$ cat src/design/ifx_pkg.sv
// Package for the IPv4 flow header extractor: constants, record type and
// width helpers. Depends on nothing; every design file refers to it by scoped names.
package ifx_pkg;

   // Width of the saturating byte counter
   localparam int LENGTH_BITS = 16;
   localparam logic [LENGTH_BITS-1:0] CNT_MAX = {LENGTH_BITS{1'b1}};
   localparam int CNT_EXT_BITS = (LENGTH_BITS > 16) ? LENGTH_BITS : 16;

   // Frame offsets
   localparam logic [LENGTH_BITS-1:0] POS_ETYPE_HI = LENGTH_BITS'(12);
   localparam logic [LENGTH_BITS-1:0] POS_ETYPE_LO = LENGTH_BITS'(13);
   localparam logic [LENGTH_BITS-1:0] POS_IHL      = LENGTH_BITS'(14);
   localparam logic [LENGTH_BITS-1:0] POS_PROTO    = LENGTH_BITS'(23);
   localparam logic [LENGTH_BITS-1:0] POS_SRC      = LENGTH_BITS'(26);
   localparam logic [LENGTH_BITS-1:0] POS_DST      = LENGTH_BITS'(30);

   // Transport header base: L2_HDR_BYTES + IHL * IHL_UNIT
   localparam logic [6:0] L2_HDR_BYTES = 7'd14;
   localparam logic [3:0] IHL_MASK     = 4'hF;
   localparam int         IHL_UNIT     = 4;
   localparam logic [6:0] FLAGS_BYTE_OFS = 7'd13;

   localparam logic [15:0] ETHERTYPE_IPV4 = 16'h0800;
   localparam logic [7:0]  L4_TCP         = 8'd6;
   localparam logic [7:0]  L4_UDP         = 8'd17;

   // Record queue between front and back
   localparam int QUEUE_DEPTH    = 2;
   localparam int QUEUE_PTR_BITS = (QUEUE_DEPTH > 1) ? $clog2(QUEUE_DEPTH) : 1;
   localparam int QUEUE_CNT_BITS = $clog2(QUEUE_DEPTH + 1);

   typedef struct packed {
      logic [31:0] source_ip;
      logic [31:0] dest_ip;
      logic [7:0]  proto;
      logic [31:0] ports;     // source port high, destination port low
      logic [7:0]  flags;
      logic [15:0] length;
      logic [15:0] port;
      logic [7:0]  direction;
      logic [63:0] time_ms;
   } rec_type;

endpackage

$ cat src/design/ifx_front.sv
// Front end of the IPv4 flow header extractor: byte counter and per-offset header capture;
// emits one raw record at an IPv4 frame's last byte if capture is enabled. Depends on ifx_pkg.
module ifx_front (
   input  logic                  clock,
   input  logic                  reset,
   input  logic                  byte_valid,
   input  logic [7:0]            frame_byte,
   input  logic                  frame_last,
   input  logic [15:0]           port_number,
   input  logic [7:0]            flow_direction,
   input  logic [63:0]           time_ms,
   input  logic                  capture_enable,
   output logic                  rec_valid,
   output ifx_pkg::rec_type      rec
);

   logic [ifx_pkg::LENGTH_BITS-1:0] pos_ff, pos_in;
   logic [15:0] ether_ff, ether_in;
   logic [3:0]  ihl_ff, ihl_in;
   logic [7:0]  proto_ff, proto_in;
   logic [31:0] src_ff, src_in;
   logic [31:0] dst_ff, dst_in;
   logic [31:0] ports_ff, ports_in;
   logic [7:0]  flags_ff, flags_in;
   logic [63:0] time_ff, time_in;
   logic [15:0] port_ff, port_in;
   logic [7:0]  dir_ff, dir_in;

   logic [6:0]  base;
   logic [ifx_pkg::LENGTH_BITS-1:0] pos_base;
   logic [ifx_pkg::LENGTH_BITS-1:0] cnt;
   logic [ifx_pkg::CNT_EXT_BITS-1:0] cnt_ext;
   logic        first;

   always_comb begin
      first = (pos_ff == '0);

      // clear the header captures and load time, port and direction at the first byte of a frame
      ether_in = first ? '0 : ether_ff;
      ihl_in   = first ? '0 : ihl_ff;
      proto_in = first ? '0 : proto_ff;
      src_in   = first ? '0 : src_ff;
      dst_in   = first ? '0 : dst_ff;
      ports_in = first ? '0 : ports_ff;
      flags_in = first ? '0 : flags_ff;
      time_in  = first ? time_ms : time_ff;
      port_in  = first ? port_number : port_ff;
      dir_in   = first ? flow_direction : dir_ff;

      if (pos_ff == ifx_pkg::POS_ETYPE_HI) ether_in[15:8] = frame_byte;
      if (pos_ff == ifx_pkg::POS_ETYPE_LO) ether_in[7:0]  = frame_byte;
      if (pos_ff == ifx_pkg::POS_IHL)      ihl_in = frame_byte[3:0] & ifx_pkg::IHL_MASK;
      if (pos_ff == ifx_pkg::POS_PROTO)    proto_in = frame_byte;

      case (pos_ff)
         ifx_pkg::POS_SRC:      src_in[31:24] = frame_byte;
         ifx_pkg::POS_SRC + 1:  src_in[23:16] = frame_byte;
         ifx_pkg::POS_SRC + 2:  src_in[15:8]  = frame_byte;
         ifx_pkg::POS_SRC + 3:  src_in[7:0]   = frame_byte;
         ifx_pkg::POS_DST:      dst_in[31:24] = frame_byte;
         ifx_pkg::POS_DST + 1:  dst_in[23:16] = frame_byte;
         ifx_pkg::POS_DST + 2:  dst_in[15:8]  = frame_byte;
         ifx_pkg::POS_DST + 3:  dst_in[7:0]   = frame_byte;
         default: ;
      endcase

      // transport base follows the IHL byte in the same cycle it arrives
      base     = ifx_pkg::L2_HDR_BYTES + 7'(ihl_in * ifx_pkg::IHL_UNIT);
      pos_base = ifx_pkg::LENGTH_BITS'(base);

      if (pos_ff >= pos_base && pos_ff <= pos_base + ifx_pkg::LENGTH_BITS'(3)) begin
         case (2'(pos_ff - pos_base))
            2'd0:    ports_in[31:24] = frame_byte;
            2'd1:    ports_in[23:16] = frame_byte;
            2'd2:    ports_in[15:8]  = frame_byte;
            default: ports_in[7:0]   = frame_byte;
         endcase
      end
      if (pos_ff == ifx_pkg::LENGTH_BITS'(base + ifx_pkg::FLAGS_BYTE_OFS))
         flags_in = frame_byte;

      cnt     = (pos_ff == ifx_pkg::CNT_MAX) ? pos_ff : pos_ff + 1'b1;
      cnt_ext = ifx_pkg::CNT_EXT_BITS'(cnt);
      pos_in  = frame_last ? '0 : cnt;

      rec_valid = byte_valid && frame_last && capture_enable &&
                  (ether_in == ifx_pkg::ETHERTYPE_IPV4);

      rec.source_ip = src_in;
      rec.dest_ip   = dst_in;
      rec.proto     = proto_in;
      rec.ports     = ports_in;
      rec.flags     = flags_in;
      rec.length    = (cnt_ext > ifx_pkg::CNT_EXT_BITS'(16'hFFFF)) ? 16'hFFFF : cnt_ext[15:0];
      rec.port      = port_in;
      rec.direction = dir_in;
      rec.time_ms   = time_in;
   end

   always_ff @(posedge clock) begin
      if (reset) begin
         pos_ff <= '0;
      end else if (byte_valid) begin
         pos_ff <= pos_in;
      end
   end

   always_ff @(posedge clock) begin
      if (byte_valid) begin
         ether_ff <= ether_in;
         ihl_ff   <= ihl_in;
         proto_ff <= proto_in;
         src_ff   <= src_in;
         dst_ff   <= dst_in;
         ports_ff <= ports_in;
         flags_ff <= flags_in;
         time_ff  <= time_in;
         port_ff  <= port_in;
         dir_ff   <= dir_in;
      end
   end

endmodule

$ cat src/design/ifx_queue.sv
// Short record queue between front and back of the IPv4 flow header extractor.
// Depends on ifx_pkg for the record type and depth.
module ifx_queue (
   input  logic             clock,
   input  logic             reset,
   input  logic             wr_en,
   input  ifx_pkg::rec_type wr_data,
   output logic             full,
   output logic             not_empty,
   input  logic             rd_en,
   output ifx_pkg::rec_type rd_data
);

   ifx_pkg::rec_type entry_ff [ifx_pkg::QUEUE_DEPTH];
   logic [ifx_pkg::QUEUE_PTR_BITS-1:0] wr_ptr_ff, wr_ptr_in;
   logic [ifx_pkg::QUEUE_PTR_BITS-1:0] rd_ptr_ff, rd_ptr_in;
   logic [ifx_pkg::QUEUE_CNT_BITS-1:0] count_ff, count_in;

   always_comb begin
      full      = (count_ff == ifx_pkg::QUEUE_CNT_BITS'(ifx_pkg::QUEUE_DEPTH));
      not_empty = (count_ff != '0);
      rd_data   = entry_ff[rd_ptr_ff];

      wr_ptr_in = wr_ptr_ff;
      rd_ptr_in = rd_ptr_ff;
      if (wr_en)
         wr_ptr_in = (wr_ptr_ff == ifx_pkg::QUEUE_PTR_BITS'(ifx_pkg::QUEUE_DEPTH - 1)) ?
                     '0 : wr_ptr_ff + 1'b1;
      if (rd_en)
         rd_ptr_in = (rd_ptr_ff == ifx_pkg::QUEUE_PTR_BITS'(ifx_pkg::QUEUE_DEPTH - 1)) ?
                     '0 : rd_ptr_ff + 1'b1;

      count_in = count_ff;
      case ({wr_en, rd_en})
         2'b10:   count_in = count_ff + 1'b1;
         2'b01:   count_in = count_ff - 1'b1;
         default: count_in = count_ff;
      endcase
   end

   always_ff @(posedge clock) begin
      if (reset) begin
         wr_ptr_ff <= '0;
         rd_ptr_ff <= '0;
         count_ff  <= '0;
      end else begin
         wr_ptr_ff <= wr_ptr_in;
         rd_ptr_ff <= rd_ptr_in;
         count_ff  <= count_in;
      end
   end

   always_ff @(posedge clock) begin
      if (wr_en) begin
         entry_ff[wr_ptr_ff] <= wr_data;
      end
   end

endmodule

$ cat src/design/ifx_back.sv
// Back end of the IPv4 flow header extractor: selects ports and flags by
// protocol and holds the result in the output register. Depends on ifx_pkg.
module ifx_back (
   input  logic             clock,
   input  logic             reset,
   input  logic             q_not_empty,
   input  ifx_pkg::rec_type q_data,
   output logic             q_take,
   output logic             out_empty,
   input  logic             out_pop,
   output logic [31:0]      source_address,
   output logic [31:0]      dest_address,
   output logic [7:0]       ip_protocol,
   output logic [15:0]      source_port,
   output logic [15:0]      dest_port,
   output logic [7:0]       tcp_flag_bits,
   output logic [15:0]      frame_length,
   output logic [15:0]      rec_port,
   output logic [7:0]       rec_direction,
   output logic [63:0]      rec_time_ms
);

   logic        valid_ff, valid_in;
   logic [31:0] ports_sel;
   logic [7:0]  flags_sel;
   ifx_pkg::rec_type out_ff, out_in;

   always_comb begin
      q_take   = q_not_empty && (!valid_ff || out_pop);
      valid_in = q_take || (valid_ff && !out_pop);

      // zero ports unless TCP or UDP; flags only for TCP
      ports_sel = '0;
      flags_sel = '0;
      case (q_data.proto)
         ifx_pkg::L4_TCP: begin
            ports_sel = q_data.ports;
            flags_sel = q_data.flags;
         end
         ifx_pkg::L4_UDP: begin
            ports_sel = q_data.ports;
         end
         default: ;
      endcase

      out_in       = q_data;
      out_in.ports = ports_sel;
      out_in.flags = flags_sel;
   end

   always_ff @(posedge clock) begin
      if (reset) begin
         valid_ff <= 1'b0;
      end else begin
         valid_ff <= valid_in;
      end
   end

   always_ff @(posedge clock) begin
      if (q_take) begin
         out_ff <= out_in;
      end
   end

   assign out_empty      = !valid_ff;
   assign source_address = out_ff.source_ip;
   assign dest_address   = out_ff.dest_ip;
   assign ip_protocol    = out_ff.proto;
   assign source_port    = out_ff.ports[31:16];
   assign dest_port      = out_ff.ports[15:0];
   assign tcp_flag_bits  = out_ff.flags;
   assign frame_length   = out_ff.length;
   assign rec_port       = out_ff.port;
   assign rec_direction  = out_ff.direction;
   assign rec_time_ms    = out_ff.time_ms;

endmodule

$ cat src/design/ipv4_flow_header_extractor_core.sv
// Top level of the IPv4 flow header extractor: byte parser front end, record
// queue and output back end. Depends on ifx_pkg, ifx_front, ifx_queue, ifx_back.
//
//   channel | direction | handshake              | transaction
//   --------+-----------+------------------------+---------------------------------
//   req_    | in        | push / full            | one frame byte plus side data
//   rsp_    | out       | empty / pop            | one flow record per IPv4 frame
//   csr_    | in        | valid / ready          | capture_enable write
//
// One byte per cycle while req_full is low: the front end captures each header byte
// at its offset in the cycle it arrives, so a byte can follow every cycle. A record
// reaches the rsp_ side through the queue, then the output register.
// req_full rises only when the two-entry record queue is full; the output
// register keeps draining it independently of the input side.
// Reset (synchronous, active high) empties queue and output and sets
// capture_enable to 1. csr_ready is always high.
module ipv4_flow_header_extractor_core (
   input  logic        clock,
   input  logic        reset,

   input  logic        req_push,
   output logic        req_full,
   input  logic [7:0]  req_frame_byte,
   input  logic        req_frame_last,
   input  logic [15:0] req_port_number,
   input  logic [7:0]  req_flow_direction,
   input  logic [63:0] req_time_ms,

   output logic        rsp_empty,
   input  logic        rsp_pop,
   output logic [31:0] rsp_source_address,
   output logic [31:0] rsp_dest_address,
   output logic [7:0]  rsp_ip_protocol,
   output logic [15:0] rsp_source_port,
   output logic [15:0] rsp_dest_port,
   output logic [7:0]  rsp_tcp_flag_bits,
   output logic [15:0] rsp_frame_length,
   output logic [15:0] rsp_rec_port,
   output logic [7:0]  rsp_rec_direction,
   output logic [63:0] rsp_rec_time_ms,

   input  logic        csr_valid,
   output logic        csr_ready,
   input  logic        csr_capture_enable
);

   logic             capture_enable_ff;
   logic             byte_valid;
   logic             rec_valid;
   ifx_pkg::rec_type rec;
   logic             q_full;
   logic             q_not_empty;
   logic             q_take;
   ifx_pkg::rec_type q_data;

   // Always ready; the user must write only while the block is idle (not enforced).
   assign csr_ready = 1'b1;

   always_ff @(posedge clock) begin
      if (reset) begin
         capture_enable_ff <= 1'b1;
      end else if (csr_valid && csr_ready) begin
         capture_enable_ff <= csr_capture_enable;
      end
   end

   // Hold off new bytes only while the queue has no room for a record.
   assign req_full   = q_full;
   assign byte_valid = req_push && !q_full;

   ifx_front u_front (
      .clock          (clock),
      .reset          (reset),
      .byte_valid     (byte_valid),
      .frame_byte     (req_frame_byte),
      .frame_last     (req_frame_last),
      .port_number    (req_port_number),
      .flow_direction (req_flow_direction),
      .time_ms        (req_time_ms),
      .capture_enable (capture_enable_ff),
      .rec_valid      (rec_valid),
      .rec            (rec)
   );

   // Decouple parsing from result delivery.
   ifx_queue u_queue (
      .clock     (clock),
      .reset     (reset),
      .wr_en     (rec_valid),
      .wr_data   (rec),
      .full      (q_full),
      .not_empty (q_not_empty),
      .rd_en     (q_take),
      .rd_data   (q_data)
   );

   ifx_back u_back (
      .clock          (clock),
      .reset          (reset),
      .q_not_empty    (q_not_empty),
      .q_data         (q_data),
      .q_take         (q_take),
      .out_empty      (rsp_empty),
      .out_pop        (rsp_pop),
      .source_address (rsp_source_address),
      .dest_address   (rsp_dest_address),
      .ip_protocol    (rsp_ip_protocol),
      .source_port    (rsp_source_port),
      .dest_port      (rsp_dest_port),
      .tcp_flag_bits  (rsp_tcp_flag_bits),
      .frame_length   (rsp_frame_length),
      .rec_port       (rsp_rec_port),
      .rec_direction  (rsp_rec_direction),
      .rec_time_ms    (rsp_rec_time_ms)
   );

endmodule
$ cat config.mk
export PLATFORM = sky130hd
export DESIGN_NAME = ipv4_flow_header_extractor_core
export DESIGN_NICKNAME = d
export VERILOG_FILES = /design/src/design/ifx_pkg.sv /design/src/design/ifx_front.sv /design/src/design/ifx_queue.sv /design/src/design/ifx_back.sv /design/src/design/ipv4_flow_header_extractor_core.sv
export SDC_FILE = /design/constraint.sdc
export NUM_CORES = 1
export LEC_CHECK = 0
export ABC_AREA = 1
export ABC_CLOCK_PERIOD_IN_PS = 36400
export BUFFER_PORTS_ARGS = -buffer_cell sky130_fd_sc_hd__buf_2
export CAP_MARGIN = 40
export CORE_UTILIZATION = 50
export CTS_BUF_LIST = sky130_fd_sc_hd__clkbuf_4
export CTS_CLUSTER_SIZE = 10
export DETAILED_ROUTE_END_ITERATION = 8
export GPL_TIMING_DRIVEN = 1
export PLACE_DENSITY = 0.69
export SLEW_MARGIN = 25
export SYNTH_ARGS = -nofsm -noshare
export SYNTH_HDL_FRONTEND = slang
export SYNTH_SLANG_ARGS = --single-unit
$ cat constraint.sdc
create_clock -name clock -period 36.4 [get_ports clock]
set_clock_uncertainty 0.05 [all_clocks]
set_input_delay 1.82 -clock clock [delete_from_list [all_inputs] [get_ports clock]]
set_output_delay 1.82 -clock clock [all_outputs]
set_load 0.05 [all_outputs]
-- Word level (Yosys, flattened, before mapping)
Memories as Yosys holds them, arrays and structs flattened. A register that Yosys moved wholly into a read port is not among the register bits.
Index checks and enable logic that the tools add are counted.
- output and inout bits: 219
- input bits: 103
- memories: 1
- memory bits (read-only): 0
- logic and storage cells: 116
- memory bits (writable): 432
- latch bits: 0
- register bits: 458
- memories (name ; depth ; width ; rd ports ; clocked after memory_dff ; wr ports ; RTL line ; RTL):
    u_queue.entry_ff ; 2 ; 216 ; 1 ; 1 ; 1 ; ifx_queue.sv:14 ; ifx_pkg::rec_type entry_ff [ifx_pkg::QUEUE_DEPTH];
- multipliers: 0
- bitwise gates (word level): 0
- $lt $le $gt $ge: 3
- add/sub/neg operators: 9
- multiplexer cells: 38
- reductions and logical operators: 18
- shift-type cells: 0
- eq/ne operators: 22
- div/mod/pow operators: 0
- operators with widths (cell ; count):
    8-bit two-way mux ; 19
    32-bit two-way mux ; 4
    16-bit by 5-bit equality test with 1-bit output (second input constant) ; 7
    16-bit two-way mux ; 5
    64-bit two-way mux ; 1
    16-bit by 4-bit equality test with 1-bit output (second input constant) ; 3
    16-bit by 6-bit equality test with 1-bit output (second input constant) ; 2
    16-bit by 1-bit adder with 16-bit output (second input constant) ; 1
    16-bit by 12-bit equality test with 1-bit output (second input constant) ; 1
    16-bit equality test (second input constant) ; 1
    16-bit by 8-bit equality test with 1-bit output ; 1
    16-bit by 7-bit >= comparator with 1-bit output ; 1
    16-bit > comparator (second input constant) ; 1
    16-bit by 8-bit <= comparator with 1-bit output ; 1
    16-bit logical NOT ; 1
    7-bit by 2-bit adder with 8-bit output (second input constant) ; 1
    7-bit by 4-bit adder with 8-bit output (second input constant) ; 1
    8-bit by 3-bit equality test with 1-bit output (second input constant) ; 1
    8-bit by 5-bit equality test with 1-bit output (second input constant) ; 1
    4-bit two-way mux ; 2
    4-bit by 6-bit adder with 7-bit output (first input constant) ; 1
    1-bit logical AND ; 7
    2-bit equality test (second input constant) ; 3
    1-bit two-way mux ; 6
    other kinds (12) ; 18

-- Logic depth before layout (Yosys ltp)
Gate-level depths: netlist of the first run.
- depth in word-level cells: 9
- mapped depth: 25
- mapped depth without buffers: 24

-- Hierarchy
A second synthesis of the first run with hierarchy kept.
- cell total of the unflattened synthesis: 2348
- area, all modules: 35591.6 um2
- modules (own cells, without submodules) (module ; times used ; sequential area each (um2) ; area an instance (um2) ; cells each):
    ifx_queue ; 1 ; 13072.5 ; 16382.0 ; 705
    ifx_front ; 1 ; 6926.6 ; 11979.0 ; 1302
    ifx_back ; 1 ; 6506.2 ; 7164.4 ; 331
    ipv4_flow_header_extractor_core ; 1 ; 20.0 ; 66.3 ; 10

-- Least setup slack after synthesis of the first run
No wires, ideal clock.
- path type: input-to-reg
- start point: input req_push
- end point: memory u_queue.entry_ff[0][0] (netlist bit) (enable)
- data required time: 35.553 ns
- path slack: 19.604 ns
- stages: 6
- library setup time: 0.797 ns
- data arrival time: 15.949 ns
- cells stage by stage: o21ai_1 inv_1 nand4_1 nor2_1 nand3_2 nor2_1
- longest elaborated chain between the ends: 6
- RTL lines (what ; RTL line ; RTL):
    start: declaration ; ipv4_flow_header_extractor_core.sv:21 ; input logic req_push,
    1-bit logical AND ; ipv4_flow_header_extractor_core.sv:69 ; assign byte_valid = req_push && !q_full;
    net byte_valid ; ipv4_flow_header_extractor_core.sv:48 ; logic byte_valid;
    1-bit logical AND (3 in a row) ; ifx_front.sv:86 ; rec_valid = byte_valid && frame_last && capture_enable &&
    1-bit two-way mux ; ifx_queue.sv:54 ; if (wr_en) begin
    1-bit two-way mux (not written as such) ; ifx_queue.sv:55 ; entry_ff[wr_ptr_ff] <= wr_data;
    end: declaration ; ifx_queue.sv:14 ;
The timed path passes the listed nets, and every way through them passes these cells.

==> summary.txt, run 1 <==
status: finished clean
Slew @ Worst Pin: 0.786 ns
initial drt markers: 1891
layout cells sized above 1: 23.2%
Mean Syn Cell Area: 13.2 µm²
CTS Buf Count: 212
Main synth FF type: edfxtp_1
final hold slack: 0.404 ns
clock slew at reported path FFs: 0.07 ns
H-tree Lvls: 4
post-DR vias/cell: 5.23
Ys Warns: 0
DRT Pass-1 Iters: 5
final routed DRC violation total: 0
cell row count: 95
Final Slew Violations: 0
Setup Buffers After CTS: 0
hold buffer count at CTS: 0
Pint: 1870 µW
Post-synth ARST share: 0%
Slew headroom: 47.6%
largest net degree at the start of global routing: 171
total power: 2860 µW
Power per Cell Area: 72.7 nW/µm²
unrepaired setup endpoints after global routing: false
Longest Clk Path Bufs: 3
Psw: 990 µW
post-CTS sizing: 0
WP data required: 37.04 ns
startpoint types: input port
CTS sink count: 891
CTS tree: built
Max Fclk: 204 MHz
CP max FO: 16
Distinct cells, synth: 44
reg2reg path depth: 23
fillcell total: 5341
Die W: 263 µm
Crit Path Class: input port to flip-flop
Leak Pwr: 0.0153 µW
Die ar.: 69000 µm²
Flop pwr share: 48.2%
GRT Total Usage: 22.6%
initial antenna violation count: 3
flops & latches, synth: 891
hold path start: u_queue.rd_ptr_ff
critical path, cell by cell: buf_2 -> inv_1 -> nand3_1 -> nand2_4 -> ha_1 -> inv_1 -> nand3_1 -> nand2_1 -> nor2_1 -> xor2_1 -> ha_1 -> nand2_1 -> nor2_1 -> o21ai_0 -> o211ai_1 -> a21oi_1 -> o21ai_1 -> nor2_2 -> o21ai_0
CP arrival: 5.53 ns
crit end category: flip-flop
Final ANT Viol Nets: 0
clk root buf: clkbuf_4
Overflow after GRT: 0
depth of the worst hold-timing path: 1
DRT Wirelength: 77.8 mm
IO Pins: 322
Syn-to-layout area delta: 15.9%
Clk pwr share: 28.1%
GPL Wtd Cong: 0.921
dpl hpwl: 46.3 mm
Peak supply drop: 0.000117 V
Crit path largest cell delay: 0.51 ns
starting density of the core: 50.6%
fin crit share: 13.4%
setup violators final: 0
slowest stage cell on the critical path: nor2_2
switch share: 34.6%
Fin Setup TNS: 0 ns
Max Cap Violations: 0
Worst Hold Class: flip-flop to flip-flop
Net count, final: 3147
post-synthesis sequential area ratio: 78.1%
final hold viol count: 0
Die H: 263 µm
worst-skew pair later-pin latency: 1.03 ns
worst r2r src: u_front.pos_ff[1]
number of synthesized flops with an enable pin: 868
Core ar.: 67200 µm²
Post-Syn Area: 34000 µm²
Avg WL per Cell: 19.2 µm
Post-Synthesis Cells: 2576
number of port buffers: 320
vias: 21.2k
vias in the first global route: 21.5k
Min Clock Period, post-route: 4.90 ns
global-route wire length before repair: 120 mm
Combinational Power Share: 23.7%
Critical Path Source: req_frame_byte[0]
## worst paths after layout
kind	to	slack [ns]
setup / recovery	u_front.ports_ff[17]	31.50
hold / removal	flip-flop	0.40
setup reg to reg	u_front.ports_ff[17]	31.55
hold reg to reg	flip-flop	0.40
## cells by family (layout without fill, tap and decap cells)
| logic type | Yosys count | after routing | synth area share (%) |
|---|---|---|---|
| xor gates and xnor gates | 13 | 13 | 0.335 |
| adders and majority gates | 20 | 20 | 0.737 |
| muxes | 3 | 3 | 0.0884 |
| DFF | 891 | 891 | 78.1 |
| buffers and inverters | 188 | 794 | 2.28 |
| AOI/OAI and AO/OA | 214 | 214 | 3.21 |
| and+or+nand+nor | 1246 | 1246 | 15.2 |
| other | 1 | 4 | 0.0110 |
## registers in the layout, indices dropped and copies added (netlist names), 2 cells and up, named ones only
name                   cells
u_front.flags_ff           8
u_front.ether_ff          16
u_back.dest_address       32
u_back.tcp_flag_bits       8
u_back.frame_length       16
u_front.dst_ff            32
u_back.source_address     32
u_front.ports_ff          32
u_back.rec_time_ms        64
u_back.dest_port          16
u_front.dir_ff             8
u_back.source_port        16
u_front.ihl_ff             4
u_queue.entry_ff         432
u_front.port_ff           16
u_front.src_ff            32
u_back.rec_direction       8
u_front.proto_ff           8
u_front.time_ff           64
u_back.rec_port           16
u_queue.count_ff           2
u_back.ip_protocol         8
u_front.pos_ff            16
## layout by cell type, fill, tap and decap left out, types with 4 or more instances in the layout
master / Yosys / final
a21oi_1: 68 / 68
clkinv_2: 1 / 4
dfxtp_1: 23 / 22
bufinv_16: 0 / 5
o21ai_1: 15 / 15
nand4_1: 19 / 19
buf_16: 0 / 7
nor2_2: 10 / 10
clkbuf_4: 0 / 310
nor3_1: 6 / 6
buf_2: 6 / 320
xor2_1: 11 / 11
nor2_1: 46 / 44
edfxtp_1: 868 / 868
nand2_2: 15 / 15
buf_12: 1 / 6
nand2_1: 1007 / 1007
inv_1: 69 / 66
nand3_2: 7 / 7
ha_1: 20 / 20
nand2_4: 6 / 5
o21ai_0: 122 / 122
clkinv_1: 1 / 48
buf_4: 8 / 14
nand3_1: 112 / 112
or2_2: 6 / 6
## worst max-delay path: cells and delay by family
kind                       cells  cell delay (ns)
AOI/OAI and AO/OA              5             0.86
and+or+nand+nor                8             1.45
adders and majority gates      2             0.50
buffers and inverters          3             0.68
xor gates and xnor gates       1             0.23
## cell usage after synthesis (2+ instances only)
master / count / area [µm²]
mux2i_1: 3 / 30.0
clkbuf_1: 88 / 330
nor2_1: 46 / 173
or2_2: 6 / 37.5
nand2_1: 1007 / 3780
buf_2: 6 / 30.0
nand2_4: 6 / 67.6
nand4_1: 19 / 119
buf_6: 2 / 22.5
o21ai_0: 122 / 611
nor3_1: 6 / 30.0
nor4_1: 2 / 12.5
xor2_1: 11 / 96.3
nand3_4: 3 / 52.6
edfxtp_1: 868 / 26100
buf_4: 8 / 60.1
o21ai_1: 15 / 75.1
nand3_1: 112 / 561
nor2_8: 2 / 40.0
nand2_2: 15 / 93.8
o21a_1: 2 / 15.0
nand3_2: 7 / 70.1
nand4_2: 2 / 25.0
buf_1: 11 / 41.3
ha_1: 20 / 250
a21oi_1: 68 / 340
nor2_2: 10 / 62.6
inv_1: 69 / 259
a31oi_1: 2 / 12.5
dfxtp_1: 23 / 460
xnor2_1: 2 / 17.5
## power groups by stage
stage / Sequential (µW) / Combinational [µW] / Clock [µW]
finish: 1380 / 677 / 805
global route: 1390 / 719 / 876
CTS: 1380 / 677 / 826
detailed placement: 1400 / 675 / 0
global placement: 1400 / 656 / 0
floorplan: 1680 / 212 / 0
## per-layer routing
metal  track usage (%)  up-vias  share of wire, %
met5                 0        -                 0
met1              29.1    10242                41
met3              5.13      111               6.8
met2              37.4      871                50
met4              8.97        0               2.1
li1                  -    10008                 -
## stage by stage
step	util [%]	setup WS, ns	cell area [µm²]	cells
6_report	58.6	31.50	39400	4058
5_1_grt	58.6	31.17	39400	4058
4_1_cts	58.5	31.60	39300	4052
3_5_place_dp	54.4	30.58	36500	3679
3_3_place_gp	54.1	30.83	36400	3670
2_1_floorplan	-	19.60	34000	2577
## final cells by class
class | count | area, µm² | area share, %
Sequential cell | 891 | 26500 | 67.4
Inverter | 72 | 297 | 0.753
Clock inverter | 63 | 394 | 1.00
Antenna cell | 2 | 5.00 | 0.0127
Tap cell | 873 | 1090 | 2.77
Timing Repair Buffer | 349 | 2040 | 5.19
Clock buffer | 310 | 2330 | 5.91
Multi-Input combinational cell | 1498 | 6680 | 17.0
Note: power is estimated with default switching activity, not from simulation.
==> inputs of run 2 (changes only) <==
--- a/config.mk
+++ b/config.mk
@@ -6,7 +6,7 @@
 export NUM_CORES = 1
 export LEC_CHECK = 0
 export ABC_AREA = 1
-export ABC_CLOCK_PERIOD_IN_PS = 36400
+export ABC_CLOCK_PERIOD_IN_PS = 4000
 export BUFFER_PORTS_ARGS = -buffer_cell sky130_fd_sc_hd__buf_2
 export CAP_MARGIN = 40
 export CORE_UTILIZATION = 50
@@ -14,7 +14,7 @@
 export CTS_CLUSTER_SIZE = 10
 export DETAILED_ROUTE_END_ITERATION = 8
 export GPL_TIMING_DRIVEN = 1
-export PLACE_DENSITY = 0.69
+export PLACE_DENSITY = 0.72
 export SLEW_MARGIN = 25
 export SYNTH_ARGS = -nofsm -noshare
 export SYNTH_HDL_FRONTEND = slang
==> constraint.sdc (replaced) <==
create_clock -name clock -period 4 [get_ports clock]
set_clock_uncertainty 0.05 [all_clocks]
set_input_delay 0.2 -clock clock [delete_from_list [all_inputs] [get_ports clock]]
set_output_delay 0.2 -clock clock [all_outputs]
set_load 0.05 [all_outputs]
==> summary.txt, run 2 (synthesized netlist as in run 1, its figures left out) <==
status: finished clean (unchanged)
vias in the first global route: 22.5k (was 21.5k)
Slew @ Worst Pin: 1.07 ns (was 0.786 ns)
Final Slew Violations: 0 (unchanged)
Worst R2R Setup Slack: 0.25 ns (was 31.55 ns)
Biggest register: u_queue.entry_ff (unchanged)
reg2reg path depth: 21 (was 23)
setup violators final: 0 (unchanged)
number of port buffers: 320 (unchanged)
hold path start: req_time_ms[54] (was u_queue.rd_ptr_ff)
Min Clock Period, post-route: 3.75 ns
WP data required: 4.68 ns (was 37.04 ns)
depth of the worst hold-timing path: 4 (was 1)
Slew headroom: 28.9% (was 47.6%)
CP arrival: 4.43 ns (was 5.53 ns)
initial drt markers: 1975 (was 1891)
clk root buf: clkbuf_4 (unchanged)
Syn-to-layout area delta: 22.6% (was 15.9%)
initial antenna violation count: 2 (was 3)
worst r2r src: u_front.pos_ff[0] (was u_front.pos_ff[1])
Net count, final: 3373 (was 3147)
CTS sink count: 891 (unchanged)
GPL Wtd Cong: 0.854 (was 0.921)
Die ar.: 69000 µm² (unchanged)
worst reg2reg path endpoint: u_front.ports_ff[16] (was u_front.ports_ff[17])
Reg area: 26500 µm² (about the same)
Core ar.: 67200 µm² (unchanged)
fin crit share: 93.8%
DRT Pass-1 Iters: 8 (was 5)
CTS tree: built (unchanged)
cell row count: 95 (unchanged)
H-tree Lvls: 4 (unchanged)
Final Worst Setup Slack: 0.250 ns (was 31.50 ns)
Die W: 263 µm (unchanged)
total power: 26200 µW (was 2860 µW)
largest net degree at the start of global routing: 158 (was 171)
final routed DRC violation total: 0 (unchanged)
final hold viol count: 0 (unchanged)
Final Cell Area: 41600 µm² (was 39400 µm²)
Hold EP: u_front.time_ff[54]
layout cells sized above 1: 22.7% (was 23.2%)
Peak supply drop: 0.000671 V (was 0.000117 V)
DRT Wirelength: 82.5 mm (was 77.8 mm)
Die H: 263 µm (unchanged)
Leak Pwr: 0.0162 µW (was 0.0153 µW)
post-DR vias/cell: 5.25 (was 5.23)
fillcell total: 4965 (was 5341)
CTS Buf Count: 213 (was 212)
commonest non-fill, non-tap cell in the layout: nand2_1 (unchanged)
Crit Path Class: flip-flop to flip-flop (was input port to flip-flop)
vias: 22.5k (was 21.2k)
Worst Hold Class: input port to flip-flop (was flip-flop to flip-flop)
clock slew at reported path FFs: 0.07 ns (about the same)
GRT Total Usage: 23.9% (was 22.6%)
dpl hpwl: 46.3 mm (about the same)
Max Fclk: 267 MHz
IO Pins: 322 (unchanged)
number of flip-flops in the largest register: 432 (unchanged)
Power per Cell Area: 628 nW/µm² (was 72.7 nW/µm²)
Longest Clk Path Bufs: 3 (unchanged)
CP max FO: 16 (unchanged)
most frequent cells in the layout: nand2_1 (1007), edfxtp_1 (868), buf_2 (320) (unchanged)
global-route wire length before repair: 126 mm (was 120 mm)
Max Cap Violations: 0 (unchanged)
starting density of the core: 50.6% (unchanged)
Final ANT Viol Nets: 0 (unchanged)
multi-input logic area: 6730 µm² (was 6680 µm²)
startpoint types: flip-flop (was input port)
placed cell areas: 36800 µm² (was 36500 µm²)
final hold slack: 0.134 ns (was 0.404 ns)
Avg WL per Cell: 19.2 µm (about the same)
crit end category: flip-flop (unchanged)
Overflow after GRT: 0 (unchanged)
pre-CTS WS: -0.0327 ns (was 30.58 ns)
worst-skew pair later-pin latency: 1.06 ns (was 1.03 ns)
run 2: worst max-delay path by stage:
stage,from,end,slack [ns],depth (start not counted)
final,u_front.pos_ff[0],u_front.ports_ff[16],0.25,21
after CTS,u_front.pos_ff[1],u_front.ports_ff[16],-0.08,19
after global routing,u_front.pos_ff[0],u_queue.entry_ff[1][128],-0.003,21
after detailed placement,u_front.pos_ff[1],u_front.ports_ff[8],-0.03,19
after global placement,u_front.pos_ff[0],u_front.ports_ff[21],0.07,20
after floorplan,u_queue.count_ff[1],u_queue.entry_ff[0][0],-3.01,7
run 2: final cells by class:
cell class | count | area share [%]
multi-input cells | 1498 | 16.2
inverters | 72 | 0.685
clock buffers | 307 | 5.53
well taps | 873 | 2.62
flip-flops and latches | 891 | 63.7
clock inverters | 72 | 0.928
diodes | 1 | 0.00601
repair buffers | 574 | 10.3
run 2: stage by stage:
| stage | TNS [ns] | util [%] | cells |
|---|---|---|---|
| finish | 0 | 62.0 | 4288 |
| floorplan | -1549.83 | - | 2577 |
| global route | -0.0199 | 62.0 | 4288 |
| detailed placement | -0.612 | 54.8 | 3704 |
| global placement | 0 | 54.7 | 3700 |
| CTS | -1.73 | 61.8 | 4282 |
run 2: what timing repair did:
| action | in CTS | in global routing |
|---|---|---|
| setup buffers | 0 | 3 |
| hold buffers | 199 | 0 |
| hold endpoints to repair | 684 | 0 |
| resized for setup | 0 | 17 |
| setup endpoints to repair | 56 | 96 |
| pin swaps | 0 | 3 |
run 2: worst max-delay path: stages (launching register included):
cell and delay [ns]:
dfxtp_1 0.31, inv_1 0.10, ha_1 0.19, nand3_1 0.15, nor2_4 0.18, nand3_1 0.17
nand2_4 0.15, inv_1 0.08, ha_1 0.31, nand2_2 0.07, nor2_1 0.13, xor2_1 0.18
ha_1 0.27, nand2_1 0.08, nor2_1 0.05, o21ai_0 0.07, o211ai_1 0.13, a21oi_2 0.19
o21ai_4 0.13, nor2_4 0.16, buf_12 0.14, o21ai_0 0.15
run 2: per-layer routing:
| layer | global-route usage (%) | wire length [µm] | vias up |
|---|---|---|---|
| met1 | 30.8 | 33500 | 10834 |
| met2 | 39.1 | 40400 | 1045 |
| met3 | 5.42 | 6150 | 165 |
| met4 | 10.2 | 2460 | 0 |
| li1 | - | - | 10466 |
| met5 | 0 | 0 | - |
run 2: power breakdown:
| part | switching, µW | internal, µW | leakage [µW] |
|---|---|---|---|
| Combinational | 5210 | 1190 | 0.00626 |
| Clock | 3550 | 3670 | 0.00159 |
| Sequential | 462 | 12100 | 0.00836 |
| Total | 9220 | 16900 | 0.0162 |
